### src/rtl/core/cwbs_pkg.sv
`timescale 1ns / 1ps

package cwbs_pkg;

    localparam int MAX_READ_LEN = 256;
    localparam int MASK_AW      = $clog2(MAX_READ_LEN);
    localparam int FILL_W       = MASK_AW + 1;
    localparam int RUN_W        = 16;
    localparam int DATA_W       = 32;
    localparam int SYM_W        = 8;
    localparam int CFG_IDX_W    = 1;

    localparam logic [RUN_W-1:0] RUN_MAX = {RUN_W{1'b1}};

    // request types
    localparam logic [1:0] REQ_HEADER = 2'd0;
    localparam logic [1:0] REQ_CIGAR  = 2'd1;
    localparam logic [1:0] REQ_BASE   = 2'd2;

    // result kinds
    localparam logic [1:0] KIND_INDENT = 2'd0;
    localparam logic [1:0] KIND_BASE   = 2'd1;
    localparam logic [1:0] KIND_ERROR  = 2'd2;

    // register indexes
    localparam logic [CFG_IDX_W-1:0] REG_WINDOW_START = 1'd0;
    localparam logic [CFG_IDX_W-1:0] REG_WINDOW_END   = 1'd1;

    // cigar characters
    localparam logic [SYM_W-1:0] CH_M    = 8'h4D;
    localparam logic [SYM_W-1:0] CH_I    = 8'h49;
    localparam logic [SYM_W-1:0] CH_S    = 8'h53;
    localparam logic [SYM_W-1:0] CH_D    = 8'h44;
    localparam logic [SYM_W-1:0] CH_H    = 8'h48;
    localparam logic [SYM_W-1:0] CH_ZERO = 8'h30;
    localparam logic [SYM_W-1:0] CH_NINE = 8'h39;

    typedef struct packed {
        logic [1:0]        kind;
        logic [DATA_W-1:0] value;
        logic              selected;
        logic              eol;
    } res_t;

    typedef struct packed {
        logic [DATA_W-1:0] first;
        logic [DATA_W-1:0] last;
    } window_t;

endpackage

### src/rtl/core/cwbs_in_if.sv
`timescale 1ns / 1ps

interface cwbs_in_if;
    import cwbs_pkg::*;

    logic              valid;
    logic              ready;
    logic [1:0]        req_type;
    logic [SYM_W-1:0]  symbol;
    logic [DATA_W-1:0] read_position;
    logic              last_base;

    modport source (
        output valid, req_type, symbol, read_position, last_base,
        input  ready
    );

    modport sink (
        input  valid, req_type, symbol, read_position, last_base,
        output ready
    );
endinterface

### src/rtl/core/cwbs_out_if.sv
`timescale 1ns / 1ps

interface cwbs_out_if;
    import cwbs_pkg::*;

    logic              valid;
    logic              ready;
    logic [1:0]        out_kind;
    logic [DATA_W-1:0] out_value;
    logic              selected;
    logic              end_of_line;

    modport source (
        output valid, out_kind, out_value, selected, end_of_line,
        input  ready
    );

    modport sink (
        input  valid, out_kind, out_value, selected, end_of_line,
        output ready
    );
endinterface

### src/rtl/core/cwbs_cfg_if.sv
`timescale 1ns / 1ps

interface cwbs_cfg_if;
    import cwbs_pkg::*;

    logic                 valid;
    logic                 ready;
    logic [CFG_IDX_W-1:0] index;
    logic [DATA_W-1:0]    data;

    modport source (
        output valid, index, data,
        input  ready
    );

    modport sink (
        input  valid, index, data,
        output ready
    );
endinterface

### src/rtl/core/cwbs_mask_ram.sv
`timescale 1ns / 1ps

module cwbs_mask_ram (
    input  logic                        clk,
    input  logic                        we,
    input  logic [cwbs_pkg::MASK_AW-1:0] waddr,
    input  logic                        wdata,
    input  logic                        re,
    input  logic [cwbs_pkg::MASK_AW-1:0] raddr,
    output logic                        rdata
);
    import cwbs_pkg::*;

    logic mem [MAX_READ_LEN];
    logic rdata_reg;

    always_ff @(posedge clk)
    begin
        if (we)
        begin
            mem[waddr] <= wdata;
        end
    end

    always_ff @(posedge clk)
    begin
        if (re)
        begin
            rdata_reg <= mem[raddr];
        end
    end

    assign rdata = rdata_reg;

endmodule

### src/rtl/core/cwbs_cfg_regs.sv
`timescale 1ns / 1ps

module cwbs_cfg_regs (
    input  logic              clk,
    input  logic              rst_n,
    cwbs_cfg_if.sink          cfg,
    output cwbs_pkg::window_t win
);
    import cwbs_pkg::*;

    window_t win_reg;

    assign cfg.ready = 1'b1;
    assign win       = win_reg;

    always_ff @(posedge clk or negedge rst_n)
    begin
        if (!rst_n)
        begin
            win_reg.first <= '0;
            win_reg.last  <= '1;
        end
        else if (cfg.valid)
        begin
            case (cfg.index)
                REG_WINDOW_START: win_reg.first <= cfg.data;
                REG_WINDOW_END:   win_reg.last  <= cfg.data;
                default:          ;
            endcase
        end
    end

endmodule

### src/rtl/core/cwbs_ctrl.sv
`timescale 1ns / 1ps

module cwbs_ctrl (
    input  logic                         clk,
    input  logic                         rst_n,
    cwbs_in_if.sink                      item,
    input  cwbs_pkg::window_t            win,
    output cwbs_pkg::res_t               res,
    output logic                         res_valid,
    input  logic                         res_pop,
    output logic                         mem_we,
    output logic [cwbs_pkg::MASK_AW-1:0] mem_waddr,
    output logic                         mem_wdata,
    output logic                         mem_re,
    output logic [cwbs_pkg::MASK_AW-1:0] mem_raddr,
    input  logic                         mem_rdata
);
    import cwbs_pkg::*;

    localparam int PROD_W = RUN_W + 4;
    localparam int SUM_W  = DATA_W + 1;

    typedef enum logic [1:0] {
        ST_IDLE,
        ST_MARK,
        ST_BASE_RD
    } state_t;

    state_t              state_reg,    state_next;
    logic [FILL_W-1:0]   fill_reg,     fill_next;
    logic [RUN_W-1:0]    run_reg,      run_next;
    logic [FILL_W-1:0]   base_idx_reg, base_idx_next;
    logic [DATA_W-1:0]   start_reg,    start_next;
    logic                failed_reg,   failed_next;
    logic [FILL_W-1:0]   mark_cnt_reg, mark_cnt_next;
    logic                mark_bit_reg, mark_bit_next;
    logic                res_valid_reg, res_valid_next;
    res_t                res_reg,      res_next;
    logic                pend_ok_reg,  pend_ok_next;
    logic [SYM_W-1:0]    pend_sym_reg, pend_sym_next;
    logic                pend_eol_reg, pend_eol_next;

    logic                accept;
    logic                is_digit;
    logic [3:0]          digit;
    logic [PROD_W-1:0]   prod;
    logic [FILL_W-1:0]   avail;
    logic [FILL_W-1:0]   run_cnt;
    logic [SUM_W-1:0]    pos;
    logic                in_window;
    logic                base_sel;

    assign item.ready = (state_reg == ST_IDLE) && !res_valid_reg;
    assign accept     = item.valid && item.ready;
    assign res        = res_reg;
    assign res_valid  = res_valid_reg;

    assign is_digit = item.symbol inside {[CH_ZERO:CH_NINE]};
    assign digit    = 4'(item.symbol - CH_ZERO);
    assign prod     = PROD_W'(run_reg) * PROD_W'(10) + PROD_W'(digit);

    // run length clipped to what is left of the mask
    assign avail   = FILL_W'(MAX_READ_LEN) - fill_reg;
    assign run_cnt = (run_reg > RUN_W'(avail)) ? avail : run_reg[FILL_W-1:0];

    assign pos       = SUM_W'(start_reg) + SUM_W'(base_idx_reg);
    assign in_window = (pos >= SUM_W'(win.first)) && (pos <= SUM_W'(win.last));
    assign base_sel  = pend_ok_reg && mem_rdata;

    assign mem_we    = (state_reg == ST_MARK);
    assign mem_waddr = fill_reg[MASK_AW-1:0];
    assign mem_wdata = mark_bit_reg;
    assign mem_re    = accept && (item.req_type == REQ_BASE);
    assign mem_raddr = base_idx_reg[MASK_AW-1:0];

    always_comb
    begin
        state_next     = state_reg;
        fill_next      = fill_reg;
        run_next       = run_reg;
        base_idx_next  = base_idx_reg;
        start_next     = start_reg;
        failed_next    = failed_reg;
        mark_cnt_next  = mark_cnt_reg;
        mark_bit_next  = mark_bit_reg;
        res_valid_next = res_valid_reg && !res_pop;
        res_next       = res_reg;
        pend_ok_next   = pend_ok_reg;
        pend_sym_next  = pend_sym_reg;
        pend_eol_next  = pend_eol_reg;

        case (state_reg)
            ST_IDLE:
            begin
                if (accept)
                begin
                    case (item.req_type)
                        REQ_HEADER:
                        begin
                            // entries at or past fill_reg read as unaligned,
                            // so resetting the fill count clears the mask
                            fill_next      = '0;
                            run_next       = '0;
                            base_idx_next  = '0;
                            failed_next    = 1'b0;
                            start_next     = item.read_position;
                            res_valid_next = 1'b1;
                            res_next.kind  = KIND_INDENT;
                            res_next.value = (item.read_position > win.first) ?
                                             item.read_position - win.first : '0;
                            res_next.selected = 1'b0;
                            res_next.eol      = 1'b0;
                        end
                        REQ_CIGAR:
                        begin
                            if (!failed_reg)
                            begin
                                if (is_digit)
                                begin
                                    run_next = (prod > PROD_W'(RUN_MAX)) ?
                                               RUN_MAX : prod[RUN_W-1:0];
                                end
                                else
                                begin
                                    run_next = '0;
                                    case (item.symbol)
                                        CH_M, CH_I, CH_S:
                                        begin
                                            mark_bit_next = (item.symbol != CH_S);
                                            mark_cnt_next = run_cnt;
                                            if (run_cnt != '0)
                                            begin
                                                state_next = ST_MARK;
                                            end
                                        end
                                        CH_D, CH_H: ;
                                        default:
                                        begin
                                            failed_next       = 1'b1;
                                            res_valid_next    = 1'b1;
                                            res_next.kind     = KIND_ERROR;
                                            res_next.value    = DATA_W'(item.symbol);
                                            res_next.selected = 1'b0;
                                            res_next.eol      = 1'b0;
                                        end
                                    endcase
                                end
                            end
                        end
                        REQ_BASE:
                        begin
                            pend_sym_next = item.symbol;
                            pend_eol_next = item.last_base;
                            pend_ok_next  = 1'b0;
                            if (base_idx_reg < FILL_W'(MAX_READ_LEN))
                            begin
                                pend_ok_next  = (base_idx_reg < fill_reg) && in_window;
                                base_idx_next = base_idx_reg + FILL_W'(1);
                            end
                            state_next = ST_BASE_RD;
                        end
                        default: ;
                    endcase
                end
            end
            ST_MARK:
            begin
                // one mask entry per cycle
                fill_next     = fill_reg + FILL_W'(1);
                mark_cnt_next = mark_cnt_reg - FILL_W'(1);
                if (mark_cnt_reg == FILL_W'(1))
                begin
                    state_next = ST_IDLE;
                end
            end
            ST_BASE_RD:
            begin
                res_valid_next    = 1'b1;
                res_next.kind     = KIND_BASE;
                res_next.value    = base_sel ? DATA_W'(pend_sym_reg) : '0;
                res_next.selected = base_sel;
                res_next.eol      = pend_eol_reg;
                state_next        = ST_IDLE;
            end
            default:
            begin
                state_next = ST_IDLE;
            end
        endcase
    end

    always_ff @(posedge clk or negedge rst_n)
    begin
        if (!rst_n)
        begin
            state_reg     <= ST_IDLE;
            fill_reg      <= '0;
            run_reg       <= '0;
            base_idx_reg  <= '0;
            start_reg     <= '0;
            failed_reg    <= 1'b0;
            mark_cnt_reg  <= '0;
            res_valid_reg <= 1'b0;
        end
        else
        begin
            state_reg     <= state_next;
            fill_reg      <= fill_next;
            run_reg       <= run_next;
            base_idx_reg  <= base_idx_next;
            start_reg     <= start_next;
            failed_reg    <= failed_next;
            mark_cnt_reg  <= mark_cnt_next;
            res_valid_reg <= res_valid_next;
        end
    end

    always_ff @(posedge clk)
    begin
        mark_bit_reg <= mark_bit_next;
        res_reg      <= res_next;
        pend_ok_reg  <= pend_ok_next;
        pend_sym_reg <= pend_sym_next;
        pend_eol_reg <= pend_eol_next;
    end

`ifndef NO_ASSERTIONS
    a_mark_in_range: assert property (@(posedge clk) disable iff (!rst_n)
        state_reg == ST_MARK |-> fill_reg < FILL_W'(MAX_READ_LEN))
        else $error("mask write past end of read");

    a_no_rw_overlap: assert property (@(posedge clk) disable iff (!rst_n)
        !(mem_we && mem_re))
        else $error("mask read and write in the same cycle");

    a_base_result: assert property (@(posedge clk) disable iff (!rst_n)
        state_reg == ST_BASE_RD |=> res_valid_reg && res_reg.kind == KIND_BASE)
        else $error("base read produced no result");

    a_counts_bounded: assert property (@(posedge clk) disable iff (!rst_n)
        fill_reg <= FILL_W'(MAX_READ_LEN) && base_idx_reg <= FILL_W'(MAX_READ_LEN))
        else $error("fill or base index out of range");

    a_failed_quiet: assert property (@(posedge clk) disable iff (!rst_n)
        accept && item.req_type == REQ_CIGAR && failed_reg |=> !res_valid_reg)
        else $error("result after parse failure");
`endif

endmodule

### src/rtl/core/cwbs_out_stage.sv
`timescale 1ns / 1ps

module cwbs_out_stage (
    input  logic           clk,
    input  logic           rst_n,
    input  cwbs_pkg::res_t res,
    input  logic           res_valid,
    output logic           res_pop,
    cwbs_out_if.source     result
);
    import cwbs_pkg::*;

    logic out_valid_reg;
    res_t out_data_reg;

    // refill whenever the register is empty or being drained
    assign res_pop = res_valid && (!out_valid_reg || result.ready);

    always_ff @(posedge clk or negedge rst_n)
    begin
        if (!rst_n)
        begin
            out_valid_reg <= 1'b0;
        end
        else if (res_pop)
        begin
            out_valid_reg <= 1'b1;
        end
        else if (result.ready)
        begin
            out_valid_reg <= 1'b0;
        end
    end

    always_ff @(posedge clk)
    begin
        if (res_pop)
        begin
            out_data_reg <= res;
        end
    end

    assign result.valid       = out_valid_reg;
    assign result.out_kind    = out_data_reg.kind;
    assign result.out_value   = out_data_reg.value;
    assign result.selected    = out_data_reg.selected;
    assign result.end_of_line = out_data_reg.eol;

endmodule

### src/rtl/core/cigar_window_base_selector_core.sv
`timescale 1ns / 1ps
// Aligned base extraction against a reference window.
// Channels: item (header, cigar character or base), result (indent, base slot
// or parse error) and cfg (index 0 window_start, index 1 window_end). A
// transaction completes on any edge where valid and ready are both high.
// A header returns the indent; cigar digits and operators return nothing,
// except one error for the first bad character of a read; each base returns
// one base slot. Results leave in item order through a result register.
// A cigar digit, D or H is handled on acceptance. M, I or S then writes
// min(run, positions left) aligned-mask entries, one write per cycle on the
// RAM write port. A base waits on the registered mask RAM read before its
// result is built; each result passes the controller's result register and
// then the output register.
// The mask needs no clearing pass: entries at or past the fill count read as
// unaligned. Reset returns the window to 0..0xFFFFFFFF and empties the result
// path. While result.ready is low, one further result is held internally and
// item.ready then drops until the result register drains.
module cigar_window_base_selector_core (
    input  logic   clk,
    input  logic   rst_n,
    cwbs_in_if.sink     item,
    cwbs_out_if.source  result,
    cwbs_cfg_if.sink    cfg
);
    import cwbs_pkg::*;

    window_t             win;
    res_t                res;
    logic                res_valid;
    logic                res_pop;
    logic                mem_we;
    logic [MASK_AW-1:0]  mem_waddr;
    logic                mem_wdata;
    logic                mem_re;
    logic [MASK_AW-1:0]  mem_raddr;
    logic                mem_rdata;

    cwbs_cfg_regs u_cfg_regs (
        .clk   (clk),
        .rst_n (rst_n),
        .cfg   (cfg),
        .win   (win)
    );

    cwbs_mask_ram u_mask_ram (
        .clk   (clk),
        .we    (mem_we),
        .waddr (mem_waddr),
        .wdata (mem_wdata),
        .re    (mem_re),
        .raddr (mem_raddr),
        .rdata (mem_rdata)
    );

    cwbs_ctrl u_ctrl (
        .clk       (clk),
        .rst_n     (rst_n),
        .item      (item),
        .win       (win),
        .res       (res),
        .res_valid (res_valid),
        .res_pop   (res_pop),
        .mem_we    (mem_we),
        .mem_waddr (mem_waddr),
        .mem_wdata (mem_wdata),
        .mem_re    (mem_re),
        .mem_raddr (mem_raddr),
        .mem_rdata (mem_rdata)
    );

    cwbs_out_stage u_out_stage (
        .clk       (clk),
        .rst_n     (rst_n),
        .res       (res),
        .res_valid (res_valid),
        .res_pop   (res_pop),
        .result    (result)
    );

endmodule
### src/flat_wrapper.sv
// flat-port wrapper written by rule: the top's interface ports become plain ports
module cigar_window_base_selector_core_flat import cwbs_pkg::*;
  (clk, rst_n, item_valid, item_req_type, item_symbol, item_read_position, item_last_base, item_ready, result_valid, result_out_kind, result_out_value, result_selected, result_end_of_line, result_ready, cfg_valid, cfg_index, cfg_data, cfg_ready);
  cwbs_in_if item_i ();
  cwbs_out_if result_i ();
  cwbs_cfg_if cfg_i ();
  input  logic clk;
  input  logic rst_n;
  input wire logic [$bits(item_i.valid)-1:0] item_valid;
  input wire logic [$bits(item_i.req_type)-1:0] item_req_type;
  input wire logic [$bits(item_i.symbol)-1:0] item_symbol;
  input wire logic [$bits(item_i.read_position)-1:0] item_read_position;
  input wire logic [$bits(item_i.last_base)-1:0] item_last_base;
  output wire logic [$bits(item_i.ready)-1:0] item_ready;
  output wire logic [$bits(result_i.valid)-1:0] result_valid;
  output wire logic [$bits(result_i.out_kind)-1:0] result_out_kind;
  output wire logic [$bits(result_i.out_value)-1:0] result_out_value;
  output wire logic [$bits(result_i.selected)-1:0] result_selected;
  output wire logic [$bits(result_i.end_of_line)-1:0] result_end_of_line;
  input wire logic [$bits(result_i.ready)-1:0] result_ready;
  input wire logic [$bits(cfg_i.valid)-1:0] cfg_valid;
  input wire logic [$bits(cfg_i.index)-1:0] cfg_index;
  input wire logic [$bits(cfg_i.data)-1:0] cfg_data;
  output wire logic [$bits(cfg_i.ready)-1:0] cfg_ready;
  assign item_i.valid = item_valid;
  assign item_i.req_type = item_req_type;
  assign item_i.symbol = item_symbol;
  assign item_i.read_position = item_read_position;
  assign item_i.last_base = item_last_base;
  assign item_ready = item_i.ready;
  assign result_valid = result_i.valid;
  assign result_out_kind = result_i.out_kind;
  assign result_out_value = result_i.out_value;
  assign result_selected = result_i.selected;
  assign result_end_of_line = result_i.end_of_line;
  assign result_i.ready = result_ready;
  assign cfg_i.valid = cfg_valid;
  assign cfg_i.index = cfg_index;
  assign cfg_i.data = cfg_data;
  assign cfg_ready = cfg_i.ready;
  cigar_window_base_selector_core u_core (.clk(clk), .rst_n(rst_n), .item(item_i), .result(result_i), .cfg(cfg_i));
endmodule
### config.mk
export PLATFORM = sky130hd
export DESIGN_NAME = cigar_window_base_selector_core_flat
export DESIGN_NICKNAME = d
export VERILOG_FILES = /design/src/rtl/core/cwbs_pkg.sv /design/src/rtl/core/cwbs_in_if.sv /design/src/rtl/core/cwbs_out_if.sv /design/src/rtl/core/cwbs_cfg_if.sv /design/src/rtl/core/cwbs_mask_ram.sv /design/src/rtl/core/cwbs_cfg_regs.sv /design/src/rtl/core/cwbs_ctrl.sv /design/src/rtl/core/cwbs_out_stage.sv /design/src/rtl/core/cigar_window_base_selector_core.sv /design/src/flat_wrapper.sv
export SDC_FILE = /design/constraint.sdc
export NUM_CORES = 1
export LEC_CHECK = 0
export ABC_AREA = 0
export ABC_CLOCK_PERIOD_IN_PS = 4690
export BUFFER_PORTS_ARGS = -buffer_cell sky130_fd_sc_hd__buf_2
export CAP_MARGIN = 20
export CELL_PAD_IN_SITES_DETAIL_PLACEMENT = 2
export CELL_PAD_IN_SITES_GLOBAL_PLACEMENT = 2
export CORE_ASPECT_RATIO = 1.1
export CORE_UTILIZATION = 43
export DETAILED_ROUTE_END_ITERATION = 8
export GPL_TIMING_DRIVEN = 1
export PLACE_DENSITY_LB_ADDON = 0.1
export SLEW_MARGIN = 30
export SYNTH_ARGS = -nofsm -noshare
export SYNTH_HDL_FRONTEND = slang
export SYNTH_SLANG_ARGS = --single-unit
### constraint.sdc
create_clock -name clk -period 4.69 [get_ports clk]
set_input_delay 0.2345 -clock clk [delete_from_list [all_inputs] [get_ports clk]]
set_output_delay 0.2345 -clock clk [all_outputs]
set_load 0.01 [all_outputs]
==> metrics, run 1 <==
synthesized netlist net count=2,411; PD cells=434 nW/µm²; Reg area=13,900 µm²; Inst Count DP=2,980; io pins=120; post-DR wirelength/cell=27.0 µm; Detail Route Antenna Nets=0; row cnt=93; vias=18,479; initial drt markers=933; actual slew at the worst max-slew pin=1000 ps; fin nets=2,599; post-synthesis sequential area ratio=0.540; vias in the first global route=21,164; worst skew pair latency=620 ps; CP top delay family=compound AO/OA/AOI/OAI gates; drt drc=0; TritonCTS Sinks=484; most used cell along the critical path=a21o_1; Final Instance Area=29,800 µm²; Worst VDD drop=0.467 mV; status=completed; MaxCap Viol Count=0; Vias/cell=5.85; Worst Path Max Fanout=5; die area=60,700 µm²; number of fill cells in the layout=5,679; #FFs+latches synth=484; Synth cell types=74; chip width=235 µm; Final Hold Viols=0; die height=258 µm; clock buffer count from CTS=54; Root Buffer=clkbuf_16; EDFF count, synth=340; area leader, netlist=edfxtp_1; crit end category=flip-flop; worst path arrival time=4890 ps; Max clock buf depth=3; worst-path cell chain=ha_1, fa_1, a21o_1, a21oi_2, o21bai_1, a21oi_2, o31ai_4, nand3_1, nor2_1, xor2_1, ha_1, a21o_1, a21o_1, a21oi_1, o21ai_0, a21oi_1, o221ai_1, a2111o_1, a211oi_1; syn_area_per_cell=11.9 µm²; PortBufs=118; CTS tree=yes; predominant post-synthesis flop cell=edfxtp_1; Worst path slowest cell=dfrtp_4; Slew Limit Headroom=0.329; Synth Cell Area=25,700 µm²; global-route wire length before repair=130 mm; multi-input logic area=11,100 µm²; Tmin final=4450 ps; Yosys top cell area share=0.398; pin count of the biggest net entering global routing=135; Critical Path RT=5140 ps; Lkg Pwr=0.0114 µW; commonest non-fill, non-tap cell in the layout=nor2_1; yosys warns=0; layout cells sized above 1=0.184; Layout area overhead=16.0%; area of the core=58,800 µm²; unrepaired setup endpoints after global routing=no; Achievable Freq=225 MHz; max reg flops=256; skew final=34.3 ps; post-route setup slack=245 ps; crit path kind=flip-flop to flip-flop; Placement Cell Area=27,200 µm²; GRT Residual Overflow=0; global placement routability congestion=0.869; worst min path class=primary input to flip-flop; n_diodes=0; Max stage delay on crit path=470 ps; clk slew on worst S/H paths=60 ps; Final setup viols=0; Post-synth ARST share=0.298; most frequent cells in the layout=nor2_1 (349), edfxtp_1 (340), ha_1 (160); startpoint types=flip-flop; DP HPWL=57.7 mm; GRT Total Usage=0.283; Max Slew Vio Count=0; Non-Filler Instances=3,157; Routed WL=85.3 mm; initial antenna violation count=0; DP Worst Slack=-2.27 ps; main area contributors after synthesis=edfxtp_1 (40%), dfrtp_1 (11%), ha_1 (7.8%); setup TNS=0 ps; Post-Syn Instances=2,166; Buf/Inv on CP=0; Period Utilization, post-route=0.948; First-pass DRT Iterations=5; Tot Pwr=12,900 µW; Initial Util=0.437; H-Tree Depth=2
-- power breakdown --
part           switching (µW)  total (µW)  internal (µW)
Combinational            1950        3440           1500
Clock                    1810        4330           2520
Sequential                222        5150           4930
-- worst register-to-register path: stages, from the launching register on --
cell and delay (ps):
dfrtp_4 470, ha_1 230, fa_1 430, a21o_1 190
a21oi_2 190, o21bai_1 100, a21oi_2 220, o31ai_4 120
nand3_1 190, nor2_1 90, xor2_1 200, ha_1 290
a21o_1 170, a21o_1 170, a21oi_1 190, o21ai_0 160
a21oi_1 140, o221ai_1 130, a2111o_1 420, a211oi_1 200
-- cell type report --
| class | count | share of cell area |
|---|---|---|
| tap | 760 | 0.0319 |
| clock inverter | 25 | 0.00912 |
| multi-input combinational | 1480 | 0.373 |
| timing repair buffer | 231 | 0.0567 |
| sequential | 484 | 0.465 |
| inverter | 103 | 0.0130 |
| clock buffer | 74 | 0.0506 |
-- Yosys cell counts (7+ instances only) --
| library cell | number |
|---|---|
| a21oi_1 | 103 |
| ha_1 | 160 |
| dfstp_2 | 32 |
| nor3b_1 | 10 |
| nand2_1 | 127 |
| o21bai_1 | 10 |
| o211ai_1 | 8 |
| buf_1 | 8 |
| clkbuf_1 | 81 |
| edfxtp_1 | 340 |
| nand3_1 | 41 |
| o21ai_1 | 20 |
| nor2_1 | 349 |
| or3_1 | 8 |
| inv_1 | 102 |
| a211oi_1 | 10 |
| a31oi_1 | 21 |
| and2_1 | 22 |
| nand2b_1 | 16 |
| nand4_1 | 32 |
| and3_1 | 22 |
| xnor2_1 | 56 |
| mux4_2 | 85 |
| dfrtp_1 | 112 |
| mux2_2 | 64 |
| o21ai_0 | 78 |
| a22oi_1 | 8 |
| o31ai_1 | 7 |
| nor2b_1 | 16 |
| nor4_1 | 14 |
| xor2_1 | 30 |
| a21o_1 | 47 |
| nor3_1 | 31 |
-- metrics by stage --
step / utilization / hold WS [ps]
final: 0.507 / 16.6
after CTS: 0.506 / 0.0439
after floorplan: - / -61.1
after global placement: 0.462 / 247
after global routing: 0.507 / 11.4
after detailed placement: 0.463 / 251
-- per-layer routing --
metal | global-route usage | part of all wire | up-vias
met1 | 0.325 | 0.39 | 9663
met5 | 0 | 0 | -
met2 | 0.538 | 0.55 | 366
met4 | 0.101 | 0.033 | 0
li1 | - | - | 8302
met3 | 0.0338 | 0.030 | 148
-- what timing repair did --
item / in CTS / in global routing
endpoints found under the hold margin: 146 / 0
pin swaps: 0 / 2
hold buffers: 75 / 0
setup endpoints to repair: 1 / 1
resized for setup: 1 / 3
buffers inserted: 0 / 2
-- path summary, 6_finish.rpt --
kind	from	endpoint	slack, ps	cells after the start
max	u_core.u_ctrl.base_idx_reg[0]	u_core.u_ctrl.pend_ok_reg	240	19
min	item_symbol[2]	u_core.u_ctrl.pend_sym_reg[2]	20	1
max reg2reg	u_core.u_ctrl.base_idx_reg[0]	u_core.u_ctrl.pend_ok_reg	240	19
min reg2reg	u_core.u_ctrl.res[18]	u_core.u_out_stage.result.out_value[16]	420	0
max in group asynchronous	rst_n	u_core.u_cfg_regs.win[4]	3520	3
min in group asynchronous	rst_n	u_core.u_out_stage.result.valid	180	2
-- logic make-up after synthesis --
family | Yosys count | share of synthesized area
muxes | 154 | 0.105
and+or+nand+nor | 712 | 0.126
buffers and inverters | 202 | 0.0312
DFF | 484 | 0.540
AOI/OAI and AO/OA | 363 | 0.0883
xor gates and xnor gates | 86 | 0.0293
adders and majority gates | 164 | 0.0811
other | 1 | 0.000146
No activity file was read; power rests on OpenSTA's default activity.
==> run 2, diff against run 1 <==
--- a/config.mk
+++ b/config.mk
@@ -5,14 +5,14 @@
 export SDC_FILE = /design/constraint.sdc
 export NUM_CORES = 1
 export LEC_CHECK = 0
-export ABC_AREA = 0
+export ABC_AREA = 1
 export ABC_CLOCK_PERIOD_IN_PS = 4690
 export BUFFER_PORTS_ARGS = -buffer_cell sky130_fd_sc_hd__buf_2
 export CAP_MARGIN = 20
 export CELL_PAD_IN_SITES_DETAIL_PLACEMENT = 2
 export CELL_PAD_IN_SITES_GLOBAL_PLACEMENT = 2
 export CORE_ASPECT_RATIO = 1.1
-export CORE_UTILIZATION = 43
+export CORE_UTILIZATION = 39
 export DETAILED_ROUTE_END_ITERATION = 8
 export GPL_TIMING_DRIVEN = 1
 export PLACE_DENSITY_LB_ADDON = 0.1
==> run 2 against run 1 <==
  * First-iteration DRC count increased by 0.64%
  * Sequential power is 8.0% higher
  * Utilization is 5.1 points lower
  * Clock skew shrank 8.8 ps
  * Worst hold slack better by 68 ps
  * Maximum frequency is 4.3% higher
  * Die area rose by 15%
  * Cell area increased by 3.8%
  * Sequential share of layout area is 1.7 points lower
  * Via count rose by 24%
  * Power is 27% higher
  * Clock power down 4%
  * Critical endpoint unchanged
==> metrics, run 2 <==
number of fill cells in the layout=7,418; Worst VDD drop=0.290 mV; Worst Path Max Fanout=4; Slew Limit Headroom=0.317; top post-synthesis cells by count=nand2_1 (559), nor2_1 (518), edfxtp_1 (340), inv_1 (322), o21ai_0 (270); predominant post-synthesis flop cell=edfxtp_1; commonest non-fill, non-tap cell in the layout=nand2_1; die area=69,700 µm²; skew final=25.5 ps; post-CTS setup buffer count=0; PD cells=532 nW/µm²; EDFF count, synth=340; Reg2Reg Setup Slack=430 ps; Yosys top cell area share=0.381; DP Worst Slack=128 ps; Critical Path RT=5180 ps; actual slew at the worst max-slew pin=1020 ps; Tmin final=4260 ps; status=completed; global-route wire length before repair=151 mm; area of the core=67,800 µm²; global placement routability congestion=0.863; First-pass DRT Iterations=5; Initial Util=0.395; Placement Cell Area=28,400 µm²; drt drc=0; synthesized netlist net count=3,277; max reg flops=256; Synth cell types=56; io pins=120; setup TNS=0 ps; Tot Pwr=16,400 µW; Final Hold Viols=0; Detail Route Antenna Nets=0; fin nets=3,445; Reg area=13,900 µm²; Routed WL=98.2 mm; vias=22,921; Max Slew Vio Count=0; Lkg Pwr=0.0130 µW; layout cells sized above 1=0.0956; Post-synth ARST share=0.298; Vias/cell=5.50; chip width=252 µm; Final Instance Area=30,900 µm²; Post-Syn Instances=3,032; post-route setup slack=428 ps; main area contributors after synthesis=edfxtp_1 (38%), dfrtp_1 (10%), nand2_1 (7.8%); worst skew pair latency=630 ps; area leader, netlist=edfxtp_1; clk slew on worst S/H paths=70 ps; row cnt=100; most frequent cells in the layout=nand2_1 (556), nor2_1 (515), edfxtp_1 (340); initial antenna violation count=2; clock buffer count from CTS=53; Root Buffer=clkbuf_16; crit path kind=flip-flop to flip-flop; worst path arrival time=4760 ps; die height=277 µm; TritonCTS Sinks=484; startpoint types=flip-flop; H-Tree Depth=2; MaxCap Viol Count=0; vias in the first global route=25,610; Final setup viols=0; CTS tree=yes; GRT Residual Overflow=0; pin count of the biggest net entering global routing=257; Synth Cell Area=26,800 µm²; post-synthesis sequential area ratio=0.517; Period Utilization, post-route=0.909; Achievable Freq=235 MHz; #FFs+latches synth=484; worst min path class=primary input to flip-flop; DP HPWL=67.5 mm; Max clock buf depth=3; count leader, synth=nand2_1; PortBufs=118; yosys warns=0; syn_area_per_cell=8.84 µm²; initial drt markers=939; unrepaired setup endpoints after global routing=no; crit end category=flip-flop; Layout area overhead=15.4%; post-DR wirelength/cell=23.6 µm; multi-input logic area=11,300 µm²; GRT Total Usage=0.281
[run 2: changes by cell type in the layout (fill, tap and decap cells not counted), moves of 36 or more]
cell	change
nand2_1	+437
inv_1	+219
o21ai_0	+192
nor2_1	+166
mux4_2	-85
nand3_1	+85
mux2_2	-64
a21o_1	-40
o22ai_1	+36
[run 2: cells by family (layout without fill, tap and decap cells)]
family                     count (synthesis)  in the layout  share of synthesized area
adders and majority gates                164            164                     0.0777
other                                      1              3                   0.000140
AOI/OAI and AO/OA                        530            530                      0.113
and+or+nand+nor                         1334           1334                      0.205
buffers and inverters                    447            659                     0.0639
xor gates and xnor gates                  72             72                     0.0235
DFF                                      484            484                      0.517
[run 2: layout make-up]
type,count,share of cell area
repair buffers,230,0.0544
multi-input cells,2101,0.365
well taps,918,0.0372
flip-flops and latches,484,0.448
clock inverters,17,0.00453
diodes,2,0.000162
inverters,330,0.0401
clock buffers,82,0.0500
[run 2: power breakdown]
group,internal (µW),leakage (µW),switching [µW],total [µW]
sequential,5130,0.00508,432,5560
combinational,2010,0.00714,4730,6740
clock,2330,0.000821,1820,4150
total,9460,0.0130,6980,16400
[run 2: worst max-delay path, stage by stage, from the launching register on]
cell and delay (ps):
dfrtp_1 400, ha_1 370, nand3_1 100, nand2_1 120, a21oi_1 120, o21ai_1 230, a21boi_2 130, nor2_1 300
nand2_1 190, nor2_2 220, nand2_1 140, o21ai_0 210, o21ai_1 100, inv_1 100, ha_1 130, nand2_1 100
nor4_2 390, and3_1 210, nand2_1 50, nand2_1 70, nand2_1 50, nand2_1 60, nand2_1 50, nand2_1 50
nand2_1 50, nand2_1 70, nand2_1 50, nor2_1 90
[run 2: path summary, 6_finish.rpt]
kind,cells past startpoint,to,start
worst min register to register,0,u_core.u_out_stage.result.out_value[11],u_core.u_ctrl.res[13]
min in group asynchronous,3,u_core.u_cfg_regs.win[53],rst_n
worst min-delay path,3,u_core.u_ctrl.state_reg[1],item_req_type[1]
worst max register to register,27,u_core.u_ctrl.pend_ok_reg,u_core.u_ctrl.base_idx_reg[2]
max in group asynchronous,3,u_core.u_ctrl.base_idx_reg[0],rst_n
worst max-delay path,27,u_core.u_ctrl.pend_ok_reg,u_core.u_ctrl.base_idx_reg[2]
[run 2: layer usage]
| layer | wire length [µm] | GRT usage |
|---|---|---|
| met4 | 3110 | 0.0906 |
| met3 | 3420 | 0.0330 |
| met2 | 51000 | 0.517 |
| met5 | 0 | 0 |
| met1 | 40700 | 0.339 |
[run 2: timing repair]
item                                    CTS  global route
hold buffers                             75             0
gates resized for setup                   0             4
hold endpoints to repair                219             0
endpoints found under the setup margin    0             1
[run 2: stage by stage]
step / util / hold slack, ps / cells
2_1_floorplan: - / -61.1 / 3032
5_1_grt: 0.456 / 101 / 4164
3_3_place_gp: 0.419 / 401 / 3986
6_report: 0.456 / 85.1 / 4164
3_5_place_dp: 0.419 / 405 / 3986
4_1_cts: 0.455 / 56.4 / 4160
